<file path="config.mk">
export PLATFORM = sky130hd
export DESIGN_NAME = arm_data_processing_alu_flat
export DESIGN_NICKNAME = d
export VERILOG_FILES = /design/src/hw/rtl/dpalu_pkg.sv /design/src/hw/rtl/dpalu_stream_if.sv /design/src/hw/rtl/dpalu_ram.sv /design/src/hw/rtl/dpalu_alu.sv /design/src/hw/rtl/arm_data_processing_alu.sv /design/src/flat_wrapper.sv
export SDC_FILE = /design/constraint.sdc
export NUM_CORES = 2
export LEC_CHECK = 0
export BUFFER_PORTS_ARGS = -buffer_cell sky130_fd_sc_hd__clkbuf_2
export CAP_MARGIN = 20
export CORE_UTILIZATION = 55
export CTS_CLUSTER_DIAMETER = 150
export CTS_CLUSTER_SIZE = 10
export DETAILED_ROUTE_END_ITERATION = 10
export GPL_TIMING_DRIVEN = 0
export PLACE_DENSITY = 0.78
export SLEW_MARGIN = 5
export SYNTH_ARGS = -nofsm -noshare
export SYNTH_HDL_FRONTEND = slang
export SYNTH_SLANG_ARGS = --single-unit
</file>
<file path="constraint.sdc">
create_clock -name clock -period 16.8 [get_ports clock]
set_input_delay 3.36 -clock clock [delete_from_list [all_inputs] [get_ports clock]]
set_output_delay 3.36 -clock clock [all_outputs]
set_load 0.03 [all_outputs]
</file>
<file path="src/hw/rtl/dpalu_pkg.sv">
`default_nettype none

package dpalu_pkg;

   localparam int unsigned NUM_REGS   = 16;
   localparam int unsigned REG_ADDR_W = 4;
   localparam int unsigned DATA_W     = 32;

   localparam logic [REG_ADDR_W-1:0] PC_REG = 4'd15;
   localparam logic [DATA_W-1:0]     THUMB_PC_OFFSET = 32'd2;
   localparam logic [7:0]            SHIFT_FULL = 8'd32;

   // NZCV bit positions
   localparam int unsigned FLAG_N = 3;
   localparam int unsigned FLAG_Z = 2;
   localparam int unsigned FLAG_C = 1;
   localparam int unsigned FLAG_V = 0;

   typedef enum logic [4:0] {
      OP_AND   = 5'd0,
      OP_EOR   = 5'd1,
      OP_SUB   = 5'd2,
      OP_RSB   = 5'd3,
      OP_ADD   = 5'd4,
      OP_ADC   = 5'd5,
      OP_SBC   = 5'd6,
      OP_RSC   = 5'd7,
      OP_TST   = 5'd8,
      OP_TEQ   = 5'd9,
      OP_CMP   = 5'd10,
      OP_CMN   = 5'd11,
      OP_ORR   = 5'd12,
      OP_MOV   = 5'd13,
      OP_BIC   = 5'd14,
      OP_MVN   = 5'd15,
      OP_LSL   = 5'd16,
      OP_LSR   = 5'd17,
      OP_ASR   = 5'd18,
      OP_ROR   = 5'd19,
      OP_NEG   = 5'd20,
      OP_MUL   = 5'd21,
      OP_TADD  = 5'd22
   } opcode_type;

   typedef struct packed {
      logic [4:0]            opcode;
      logic [REG_ADDR_W-1:0] src_index;
      logic [REG_ADDR_W-1:0] dst_index;
      logic [DATA_W-1:0]     second_operand;
      logic                  set_flags;
   } req_payload_type;

   typedef struct packed {
      logic [DATA_W-1:0] value;
      logic              wrote_register;
      logic [3:0]        flags;
   } rsp_payload_type;

endpackage

`default_nettype wire

</file>
<file path="src/hw/rtl/dpalu_stream_if.sv">
`default_nettype none

interface dpalu_stream_if #(
   parameter type payload_type = logic
);
   logic        valid;
   logic        ready;
   payload_type data;

   modport source (output valid, output data, input ready);
   modport sink   (input valid, input data, output ready);
endinterface

`default_nettype wire

</file>
<file path="src/hw/rtl/dpalu_ram.sv">
`default_nettype none

module dpalu_ram #(
   parameter int unsigned WIDTH = 32,
   parameter int unsigned DEPTH = 16
) (
   input  wire logic                     clock,
   input  wire logic                     wr_en,
   input  wire logic [$clog2(DEPTH)-1:0] wr_addr,
   input  wire logic [WIDTH-1:0]         wr_data,
   input  wire logic                     rd_en,
   input  wire logic [$clog2(DEPTH)-1:0] rd_addr_a,
   input  wire logic [$clog2(DEPTH)-1:0] rd_addr_b,
   output logic      [WIDTH-1:0]         rd_data_a,
   output logic      [WIDTH-1:0]         rd_data_b
);

   logic [WIDTH-1:0] mem_ff [DEPTH];

   always_ff @(posedge clock) begin
      if (wr_en) begin
         mem_ff[wr_addr] <= wr_data;
      end
      if (rd_en) begin
         rd_data_a <= mem_ff[rd_addr_a];
         rd_data_b <= mem_ff[rd_addr_b];
      end
   end

endmodule

`default_nettype wire

</file>
<file path="src/hw/rtl/dpalu_alu.sv">
`default_nettype none

module dpalu_alu #(
   parameter int unsigned PC_OFFSET = 4
) (
   input  wire dpalu_pkg::req_payload_type req,
   input  wire logic [31:0]                src_data,
   input  wire logic [31:0]                dst_data,
   input  wire logic [3:0]                 nzcv,
   output dpalu_pkg::rsp_payload_type      res
);

   localparam logic [31:0] PC_ADJ = 32'(PC_OFFSET);

   logic        cin;
   logic [31:0] op2;
   logic [31:0] a_cmp;
   logic [31:0] add_a;
   logic [31:0] add_b;
   logic        add_c;
   logic [32:0] sum;
   logic [31:0] add_r;
   logic        add_v;

   logic [7:0]  sh_n;
   logic [4:0]  sh_amt;
   logic        sh_big;
   logic        sh_eq32;
   logic [32:0] lsl_w;
   logic [32:0] lsr_w;
   logic [32:0] asr_w;
   logic [63:0] ror_w;
   logic [31:0] sh_r;
   logic        sh_c;

   logic [31:0] mul_r;
   logic [31:0] alu_r;
   logic [3:0]  flags;
   logic        wrote;
   logic        use_off;
   logic [31:0] offset;

   function automatic logic [1:0] nz_of(input logic [31:0] r);
      return {r[31], (r == 32'd0)};
   endfunction

   assign cin   = nzcv[dpalu_pkg::FLAG_C];
   assign op2   = req.second_operand;
   assign a_cmp = (req.src_index == dpalu_pkg::PC_REG) ? src_data + PC_ADJ : src_data;
   assign mul_r = src_data * op2;

   // adder operand select
   always_comb begin
      add_a = src_data;
      add_b = op2;
      add_c = 1'b0;
      case (dpalu_pkg::opcode_type'(req.opcode))
         dpalu_pkg::OP_SUB: begin add_b = ~op2; add_c = 1'b1; end
         dpalu_pkg::OP_RSB: begin add_a = op2; add_b = ~src_data; add_c = 1'b1; end
         dpalu_pkg::OP_ADC: begin add_c = cin; end
         dpalu_pkg::OP_SBC: begin add_b = ~op2; add_c = cin; end
         dpalu_pkg::OP_RSC: begin add_a = op2; add_b = ~src_data; add_c = cin; end
         dpalu_pkg::OP_CMP: begin add_a = a_cmp; add_b = ~op2; add_c = 1'b1; end
         dpalu_pkg::OP_NEG: begin add_a = 32'd0; add_b = ~op2; add_c = 1'b1; end
         default: begin end
      endcase
   end

   assign sum   = {1'b0, add_a} + {1'b0, add_b} + {32'd0, add_c};
   assign add_r = sum[31:0];
   assign add_v = (add_a[31] ^ add_r[31]) & (add_b[31] ^ add_r[31]);

   // shifter
   assign sh_n    = op2[7:0];
   assign sh_amt  = sh_n[4:0];
   assign sh_big  = |sh_n[7:5];
   assign sh_eq32 = (sh_n == dpalu_pkg::SHIFT_FULL);
   assign lsl_w   = {1'b0, dst_data} << sh_amt;
   assign lsr_w   = {dst_data, 1'b0} >> sh_amt;
   assign asr_w   = 33'($signed({dst_data, 1'b0}) >>> sh_amt);
   assign ror_w   = {dst_data, dst_data} >> sh_amt;

   always_comb begin
      sh_r = dst_data;
      sh_c = cin;
      if (sh_n != 8'd0) begin
         case (dpalu_pkg::opcode_type'(req.opcode))
            dpalu_pkg::OP_LSL: begin
               if (!sh_big) begin
                  sh_r = lsl_w[31:0];
                  sh_c = lsl_w[32];
               end else begin
                  sh_r = 32'd0;
                  sh_c = sh_eq32 & dst_data[0];
               end
            end
            dpalu_pkg::OP_LSR: begin
               if (!sh_big) begin
                  sh_r = lsr_w[32:1];
                  sh_c = lsr_w[0];
               end else begin
                  sh_r = 32'd0;
                  sh_c = sh_eq32 & dst_data[31];
               end
            end
            dpalu_pkg::OP_ASR: begin
               if (!sh_big) begin
                  sh_r = asr_w[32:1];
                  sh_c = asr_w[0];
               end else begin
                  sh_r = {32{dst_data[31]}};
                  sh_c = dst_data[31];
               end
            end
            default: begin
               // rotate: a multiple of 32 leaves the value and takes C from bit 31
               sh_r = ror_w[31:0];
               sh_c = ror_w[31];
            end
         endcase
      end
   end

   always_comb begin
      alu_r   = 32'd0;
      flags   = nzcv;
      wrote   = 1'b0;
      use_off = 1'b1;
      offset  = PC_ADJ;
      case (dpalu_pkg::opcode_type'(req.opcode))
         dpalu_pkg::OP_AND, dpalu_pkg::OP_EOR, dpalu_pkg::OP_ORR,
         dpalu_pkg::OP_MOV, dpalu_pkg::OP_BIC, dpalu_pkg::OP_MVN: begin
            case (dpalu_pkg::opcode_type'(req.opcode))
               dpalu_pkg::OP_AND: alu_r = src_data & op2;
               dpalu_pkg::OP_EOR: alu_r = src_data ^ op2;
               dpalu_pkg::OP_ORR: alu_r = src_data | op2;
               dpalu_pkg::OP_MOV: alu_r = op2;
               dpalu_pkg::OP_BIC: alu_r = src_data & ~op2;
               default:           alu_r = ~op2;
            endcase
            wrote = 1'b1;
            if (req.set_flags) begin
               flags[3:2] = nz_of(alu_r);
            end
         end
         dpalu_pkg::OP_SUB, dpalu_pkg::OP_RSB, dpalu_pkg::OP_ADD, dpalu_pkg::OP_ADC,
         dpalu_pkg::OP_SBC, dpalu_pkg::OP_RSC, dpalu_pkg::OP_NEG, dpalu_pkg::OP_TADD: begin
            alu_r = add_r;
            wrote = 1'b1;
            if (dpalu_pkg::opcode_type'(req.opcode) == dpalu_pkg::OP_NEG) begin
               use_off = 1'b0;
            end
            if (dpalu_pkg::opcode_type'(req.opcode) == dpalu_pkg::OP_TADD) begin
               offset = dpalu_pkg::THUMB_PC_OFFSET;
            end
            if (req.set_flags) begin
               flags = {nz_of(add_r), sum[32], add_v};
            end
         end
         dpalu_pkg::OP_TST: begin
            alu_r = src_data & op2;
            flags[3:2] = nz_of(alu_r);
         end
         dpalu_pkg::OP_TEQ: begin
            alu_r = src_data ^ op2;
            flags[3:2] = nz_of(alu_r);
         end
         dpalu_pkg::OP_CMP, dpalu_pkg::OP_CMN: begin
            alu_r = add_r;
            flags = {nz_of(add_r), sum[32], add_v};
         end
         dpalu_pkg::OP_LSL, dpalu_pkg::OP_LSR, dpalu_pkg::OP_ASR, dpalu_pkg::OP_ROR: begin
            alu_r = sh_r;
            wrote = 1'b1;
            use_off = 1'b0;
            flags[3:1] = {nz_of(sh_r), sh_c};
         end
         dpalu_pkg::OP_MUL: begin
            alu_r = mul_r;
            wrote = 1'b1;
            use_off = 1'b0;
            flags[3:2] = nz_of(mul_r);
         end
         default: begin end
      endcase
   end

   // flags use the pre-offset value; PC writes drop the offset, but not NEG/shift/MUL
   always_comb begin
      res.value          = alu_r;
      res.wrote_register = wrote;
      res.flags          = flags;
      if (wrote && use_off && (req.dst_index == dpalu_pkg::PC_REG)) begin
         res.value = alu_r - offset;
      end
   end

endmodule

`default_nettype wire

</file>
<file path="src/hw/rtl/arm_data_processing_alu.sv">
// ARM-style data-processing ALU with a sixteen-entry register file and NZCV flags.
//
// req_if carries one instruction per transfer (opcode, source and destination
// register indexes, second operand, set-flags bit); rsp_if returns one result per
// instruction: the value, whether it was written back, and NZCV after the step.
// Results come out in instruction order.
//
// Throughput: one instruction per cycle while the receiver takes results. The request
// transfer edge also loads the registered read of the register-file RAM; the edge on
// which execute fires then executes, writes back and loads the output register that
// drives rsp_if.valid. A write from the instruction just ahead is forwarded to the
// next one.
//
// Reset clears the flags, the pipeline and a valid bit per register, so every
// register reads as zero until written. When the receiver stalls, the result
// holds in the output register, the next instruction waits in execute, and
// req_if.ready drops only once both are occupied.
`default_nettype none

module arm_data_processing_alu #(
   parameter int unsigned PC_OFFSET = 4
) (
   input  wire logic       clock,
   input  wire logic       reset,
   dpalu_stream_if.sink    req_if,
   dpalu_stream_if.source  rsp_if
);

   localparam int unsigned AW = dpalu_pkg::REG_ADDR_W;

   logic                           req_xfer;
   logic                           ex_fire;
   logic                           ex_valid_ff, ex_valid_in;
   dpalu_pkg::req_payload_type     ex_req_ff;
   logic                           rsp_valid_ff, rsp_valid_in;
   dpalu_pkg::rsp_payload_type     rsp_data_ff;
   logic [3:0]                     nzcv_ff, nzcv_in;
   logic [dpalu_pkg::NUM_REGS-1:0] reg_valid_ff, reg_valid_in;
   logic                           src_valid_ff;
   logic                           dst_valid_ff;
   logic                           fwd_en_ff;
   logic [AW-1:0]                  fwd_addr_ff;
   logic [31:0]                    fwd_data_ff;
   logic [31:0]                    ram_src;
   logic [31:0]                    ram_dst;
   logic [31:0]                    src_data;
   logic [31:0]                    dst_data;
   dpalu_pkg::rsp_payload_type     alu_res;
   logic                           wr_en;

   assign ex_fire      = ex_valid_ff && (!rsp_valid_ff || rsp_if.ready);
   assign req_if.ready = !ex_valid_ff || ex_fire;
   assign req_xfer     = req_if.valid && req_if.ready;
   assign wr_en        = ex_fire && alu_res.wrote_register;

   dpalu_ram #(
      .WIDTH (32),
      .DEPTH (dpalu_pkg::NUM_REGS)
   ) u_regfile (
      .clock     (clock),
      .wr_en     (wr_en),
      .wr_addr   (ex_req_ff.dst_index),
      .wr_data   (alu_res.value),
      .rd_en     (req_xfer),
      .rd_addr_a (req_if.data.src_index),
      .rd_addr_b (req_if.data.dst_index),
      .rd_data_a (ram_src),
      .rd_data_b (ram_dst)
   );

   // forward the last executed write, which may have landed at the same edge as this read
   always_comb begin
      src_data = src_valid_ff ? ram_src : 32'd0;
      dst_data = dst_valid_ff ? ram_dst : 32'd0;
      if (fwd_en_ff && (fwd_addr_ff == ex_req_ff.src_index)) begin
         src_data = fwd_data_ff;
      end
      if (fwd_en_ff && (fwd_addr_ff == ex_req_ff.dst_index)) begin
         dst_data = fwd_data_ff;
      end
   end

   dpalu_alu #(
      .PC_OFFSET (PC_OFFSET)
   ) u_alu (
      .req      (ex_req_ff),
      .src_data (src_data),
      .dst_data (dst_data),
      .nzcv     (nzcv_ff),
      .res      (alu_res)
   );

   always_comb begin
      ex_valid_in  = ex_valid_ff;
      rsp_valid_in = rsp_valid_ff;
      nzcv_in      = nzcv_ff;
      reg_valid_in = reg_valid_ff;
      if (ex_fire) begin
         ex_valid_in = 1'b0;
         nzcv_in     = alu_res.flags;
      end
      if (req_xfer) begin
         ex_valid_in = 1'b1;
      end
      if (rsp_if.ready) begin
         rsp_valid_in = 1'b0;
      end
      if (ex_fire) begin
         rsp_valid_in = 1'b1;
      end
      if (wr_en) begin
         reg_valid_in[ex_req_ff.dst_index] = 1'b1;
      end
   end

   always_ff @(posedge clock) begin
      if (reset) begin
         ex_valid_ff  <= 1'b0;
         rsp_valid_ff <= 1'b0;
         nzcv_ff      <= 4'd0;
         reg_valid_ff <= '0;
         fwd_en_ff    <= 1'b0;
      end else begin
         ex_valid_ff  <= ex_valid_in;
         rsp_valid_ff <= rsp_valid_in;
         nzcv_ff      <= nzcv_in;
         reg_valid_ff <= reg_valid_in;
         if (ex_fire) begin
            fwd_en_ff <= alu_res.wrote_register;
         end
      end
   end

   always_ff @(posedge clock) begin
      if (req_xfer) begin
         ex_req_ff    <= req_if.data;
         src_valid_ff <= reg_valid_ff[req_if.data.src_index];
         dst_valid_ff <= reg_valid_ff[req_if.data.dst_index];
      end
      if (ex_fire) begin
         fwd_addr_ff <= ex_req_ff.dst_index;
         fwd_data_ff <= alu_res.value;
         rsp_data_ff <= alu_res;
      end
   end

   assign rsp_if.valid = rsp_valid_ff;
   assign rsp_if.data  = rsp_data_ff;

`ifndef SYNTHESIS
   a_stall_holds_execute: assert property (@(posedge clock) disable iff (reset)
      (rsp_valid_ff && !rsp_if.ready) |-> !ex_fire)
      else $error("execute advanced into a stalled output register");

   a_write_marks_valid: assert property (@(posedge clock) disable iff (reset)
      wr_en |=> reg_valid_ff[$past(ex_req_ff.dst_index)])
      else $error("written register not marked valid");

   a_flags_only_on_fire: assert property (@(posedge clock) disable iff (reset)
      !ex_fire |=> $stable(nzcv_ff))
      else $error("flags changed without an executed instruction");

   a_reset_empty: assert property (@(posedge clock)
      reset |=> (!rsp_if.valid && !ex_valid_ff))
      else $error("pipeline not empty after reset");
`endif

endmodule

`default_nettype wire

</file>
<file path="src/flat_wrapper.sv">
// flat-port wrapper written by rule: the top's interface ports become plain ports
module arm_data_processing_alu_flat 
#(
   parameter int unsigned PC_OFFSET = 4
)
  (clock, reset, req_if_valid, req_if_data, req_if_ready, rsp_if_valid, rsp_if_data, rsp_if_ready);
  dpalu_stream_if #(.payload_type(dpalu_pkg::req_payload_type)) req_if_i ();
  dpalu_stream_if #(.payload_type(dpalu_pkg::rsp_payload_type)) rsp_if_i ();
  input  wire logic clock;
  input  wire logic reset;
  input wire logic [$bits(req_if_i.valid)-1:0] req_if_valid;
  input wire logic [$bits(req_if_i.data)-1:0] req_if_data;
  output wire logic [$bits(req_if_i.ready)-1:0] req_if_ready;
  output wire logic [$bits(rsp_if_i.valid)-1:0] rsp_if_valid;
  output wire logic [$bits(rsp_if_i.data)-1:0] rsp_if_data;
  input wire logic [$bits(rsp_if_i.ready)-1:0] rsp_if_ready;
  assign req_if_i.valid = req_if_valid;
  assign req_if_i.data = req_if_data;
  assign req_if_ready = req_if_i.ready;
  assign rsp_if_valid = rsp_if_i.valid;
  assign rsp_if_data = rsp_if_i.data;
  assign rsp_if_i.ready = rsp_if_ready;
  arm_data_processing_alu #(.PC_OFFSET(PC_OFFSET)) u_core (.clock(clock), .reset(reset), .req_if(req_if_i), .rsp_if(rsp_if_i));
endmodule
</file>
==> results by group, run 1 <==
Synthesis
  • Async set or reset register ratio after synthesis: 0
  • Mapped Area: 0.0604 mm2
  • Seq cells post-synth: ~690
  • Synth Warn #: 0
  • Synth Instances: 5584
  • Net Count, Synth: approximately 6300
  • Post-synth top area cell: edfxtp_1
  • Ys flop type: edfxtp_1
  • Post-synth EDFFs: 665
  • Sequential-to-total area share from yosys stat: 0.338
  • Top cell type's share of synthesized area: 0.331
  • Yosys cell types: 109
  • Area contributors post-synth: edfxtp_1, fa_1, mux4_2
  • Syn avg cell area: 10.8 um2

Floorplanning
  • Die Ht: 333 um
  • Ports: approximately 90
  • Initial Util: 0.555
  • Die Wd: 333 um
  • Row count: 121

Clock network
  • Hold_buf cts: 0
  • Cts bufs inserted: 80
  • Htree depth: 3
  • Clock sink count: 688
  • Clock tree buffer depth: 3
  • CTS root buf: clkbuf_16
  • Setup Buffers After CTS: 0
  • Post-cts resize count: 0

Global route
  • First-pass GRT wire length: 660000 um
  • Total GRT Usage: 0.856
  • Pin count of the biggest net entering global routing: 58
  • Vias in the first global route: 71735
  • Grt ovf: 3874

Status
  • Last stage reached: global routing
  • Status: stopped before the end
  • Error message: [ERROR GRT-0116] Global routing finished with congestion. Check the congestion regions in the DRC Viewer.

Place
  • PortBufs: 88
  • Hpwl dp: 292000 um
  • Gp weighted congestion: 1.16
-- cells by family after synthesis --
group | Yosys count | synth area share
flip-flops | 688 | 0.338
buffers and inverters | 793 | 0.0515
XOR/XNOR | 164 | 0.0243
AO/OA/AOI/OAI | 1164 | 0.132
multiplexers | 426 | 0.143
adder cells (fa/ha/maj) | 664 | 0.189
AND/OR/NAND/NOR | 1685 | 0.122
-- Yosys cell counts (24+ instances only) --
cell type and n:
a2111oi_0 24, a211oi_1 41, a21o_1 29, a21oi_1 216, a221oi_1 45, a22oi_1 72, a31oi_1 29, buf_1 57
clkbuf_1 277, edfxtp_1 665, fa_1 411, ha_1 253, inv_1 390, mux2i_1 70, mux4_2 349, nand2_1 639
nand3_1 87, nand4_1 45, nor2_1 589, nor3_1 122, nor4_1 51, o211ai_1 57, o21ai_0 257, o221ai_1 59
o22ai_1 72, o32ai_1 26, xnor2_1 127, xor2_1 34
-- per-stage QoR --
step,area (um2),util,hold WS [ns],cells,worst slack (ns)
floorplan,60400,-,0.428,5584,6.57
global placement,62600,0.575,0.434,7086,1.67
detailed placement,64200,0.590,0.461,7194,2.10
CTS,66600,0.611,0.484,7317,1.94
-- per-layer routing --
metal,overflow,global-route usage
met4,902,0.838
met3,278,0.691
met1,340,0.852
met2,2332,1.04
met5,22,0.449
==> inputs of run 2 (changes only) <==
--- a/config.mk
+++ b/config.mk
@@ -7,12 +7,10 @@
 export LEC_CHECK = 0
 export BUFFER_PORTS_ARGS = -buffer_cell sky130_fd_sc_hd__clkbuf_2
 export CAP_MARGIN = 20
-export CORE_UTILIZATION = 55
-export CTS_CLUSTER_DIAMETER = 150
-export CTS_CLUSTER_SIZE = 10
+export CORE_UTILIZATION = 40
 export DETAILED_ROUTE_END_ITERATION = 10
 export GPL_TIMING_DRIVEN = 0
-export PLACE_DENSITY = 0.78
+export PLACE_DENSITY_LB_ADDON = 0.15
 export SLEW_MARGIN = 5
 export SYNTH_ARGS = -nofsm -noshare
 export SYNTH_HDL_FRONTEND = slang
==> results by group, run 2 <==
Status
  • Status: complete, no violations

Timing
  • Fin crit period: 15.38 ns
  • Final max-slew violation count: 0
  • Fin. Hold Viols: 0
  • Clock Skew: 0.108 ns
  • Setup_tns: 0 ns
  • RSZ-0062 raised after global routing: no
  • Rel. slew slack: 0.0567
  • Least-Margin Pin Slew: around 1.4 ns
  • Peak Freq: 0.0650 GHz
  • Final period utilization: 0.915
  • Count of final setup violators: 0
  • Final hold slack: 0.458 ns

Clock network
  • CTS tree: yes
  • Post-cts resize count: 0 (unchanged)
  • Clock sink count: 688 (unchanged)
  • Cts bufs inserted: 78 (-2.5%)
  • CTS root buf: clkbuf_16
  • Clock tree buffer depth: 3 (unchanged)
  • Setup Buffers After CTS: 0 (unchanged)
  • Clock transition at path regs: 0.08 ns
  • Clk Latency, worst-skew pair: 0.73 ns
  • Hold_buf cts: 0 (unchanged)
  • Htree depth: 3 (unchanged)

Layout
  • Share of layout cells above drive strength 1: 0.158
  • Design area: a little under 0.07 mm2
  • Most frequent cells in the layout: edfxtp_1, nand2_1, nor2_1
  • Area grow syn2layout: 13.9%
  • Top reg by flops: u_core.u_regfile.mem_ff
  • Nets: ~6600
  • Non-Filler Instances: 8027
  • Number of flip-flops in the largest register: between 500 and 600
  • Most common cell after layout, fill and taps aside: edfxtp_1

Routing
  • Avg WL per Cell: 42.6 um
  • Total Wirelength: approximately 340000 um
  • Initial DRT Pass Iterations: 8
  • Vias: about 55000
  • Via-per-instance ratio: 6.84
  • DR iter-0 viols: 7831
  • Routed Antenna Nets: 0
  • DRC: 0

Synthesis
  • Synth Instances: 5584 (unchanged)
  • Ys flop type: edfxtp_1
  • Post-synth EDFFs: 665 (unchanged)
  • Area contributors post-synth: edfxtp_1, fa_1, mux4_2
  • Post-synth top area cell: edfxtp_1
  • Syn avg cell area: 10.8 um2 (unchanged)
  • Top cell type's share of synthesized area: 0.331 (unchanged)
  • Mapped Area: 0.0604 mm2 (unchanged)
  • Net Count, Synth: 6298 (unchanged)
  • Seq cells post-synth: 688 (unchanged)
  • Count leader, synth: edfxtp_1
  • Sequential-to-total area share from yosys stat: 0.338 (unchanged)
  • Synth Warn #: 0 (unchanged)
  • Most common library cells after synthesis: edfxtp_1, nand2_1, nor2_1
  • Yosys cell types: 109 (unchanged)
  • Async set or reset register ratio after synthesis: 0 (unchanged)

Power and ir drop
  • Power per cell area: 120 mW/mm2
  • Leak: 24.0 nW
  • Max rail drop VDD: 0.211 mV
  • Total power: 8.22 mW

Setup path
  • Startpoint types: flop
  • Worst setup path class: flop to flop
  • CP Capture Type: flop
  • Critical path's slowest cell: clkbuf_1
  • Worst Path Required: 17.21 ns
  • Critical Path Most Common Cell: fa_1
  • CP arrival: 15.79 ns
  • Max incr delay on CP: 0.97 ns
  • CP Max Fanout: 16

Place
  • Post-DP Area: 0.0659 mm2 (+2.7%)
  • Inst Count DP: 7851 (+9.1%)
  • Hpwl dp: 273000 um (-6.5%)
  • Gp weighted congestion: 1.12 (-3.4%)
  • PortBufs: 88 (unchanged)

Global route
  • Total GRT Usage: 0.444
  • First-pass GRT wire length: 458000 um
  • Antenna violations before repair: 27
  • Pin count of the biggest net entering global routing: 44
  • Grt ovf: 0
  • Vias in the first global route: 53238

Run
  • # Max-Cap Violations: 0

Floorplanning
  • Row count: 142 (+17%)
  • Die Ht: 390 um (+17%)
  • Die Wd: 390 um (+17%)
  • Ports: 89 (unchanged)
  • Core box area: 0.150 mm2
  • Initial Util: 0.403 (-0.152)
  • Full die area: 0.152 mm2

Worst hold path
  • Min-Delay Path Class: flop to flop
==> run 2: kinds of logic (layout without fill, tap and decap cells) <==
group,count (synthesis),after routing,share of synthesized area
AOI/OAI and AO/OA,1164,1164,0.132
muxes,426,426,0.143
other,0,15,0
buffers and inverters,793,1205,0.0515
DFF,688,688,0.338
xor gates and xnor gates,164,164,0.0243
adders and majority gates,664,664,0.189
and+or+nand+nor,1685,1685,0.122
==> run 2: path summary, 6_finish.rpt <==
check,start,to,slack (ns),cells after the start
min reg2reg,u_core.ex_req_ff[33],u_core.fwd_addr_ff[0],0.46,0
max,u_core.ex_req_ff[4],u_core.u_regfile.mem_ff[2][29],1.42,35
min,u_core.ex_req_ff[33],u_core.fwd_addr_ff[0],0.46,0
max reg2reg,u_core.ex_req_ff[4],u_core.u_regfile.mem_ff[2][29],1.42,35
==> run 2: per-stage QoR <==
step	setup WS, ns	util
floorplan	6.57	-
global placement	1.02	0.423
detailed placement	2.08	0.440
CTS	2.01	0.457
global route	1.40	0.459
finish	1.42	0.459
==> run 2: layer usage <==
layer / track usage / vias up / wire length (um)
li1: - / 21429 / -
met1: 0.546 / 28213 / 127000
met2: 0.648 / 4159 / 144000
met3: 0.160 / 1078 / 42200
met4: 0.305 / 32 / 29000
met5: 0.00734 / - / 391
==> run 2: critical path: cells and delay by family (launching register included) <==
kind,cells,cell delay [ns]
and+or+nand+nor,4,0.97
xor gates and xnor gates,2,0.47
AOI/OAI and AO/OA,8,3.39
adders and majority gates,9,3.93
buffers and inverters,12,5.77
DFF,1,0.47
==> run 2: area by class of cell <==
cell class                      count  area, um2
Tap cell                         2016       2520
Antenna cell                       15       37.5
Multi-Input combinational cell   4103      37300
Buffer                            368       1520
Fill cell                       14100      81000
Inverter                          425       1600
Clock buffer                       94       2030
Clock inverter                     48        526
Timing Repair Buffer              270       2780
Sequential cell                   688      20400
==> run 2: power breakdown <==
group / leakage, nW / total (mW) / internal [mW] / switching (mW)
logic: 16.4 / 4.41 / 1.40 / 3.01
clock network: 1.23 / 1.72 / 0.943 / 0.775
registers: 6.34 / 2.09 / 2.03 / 0.0658
No activity file was read; power rests on OpenSTA's default activity.
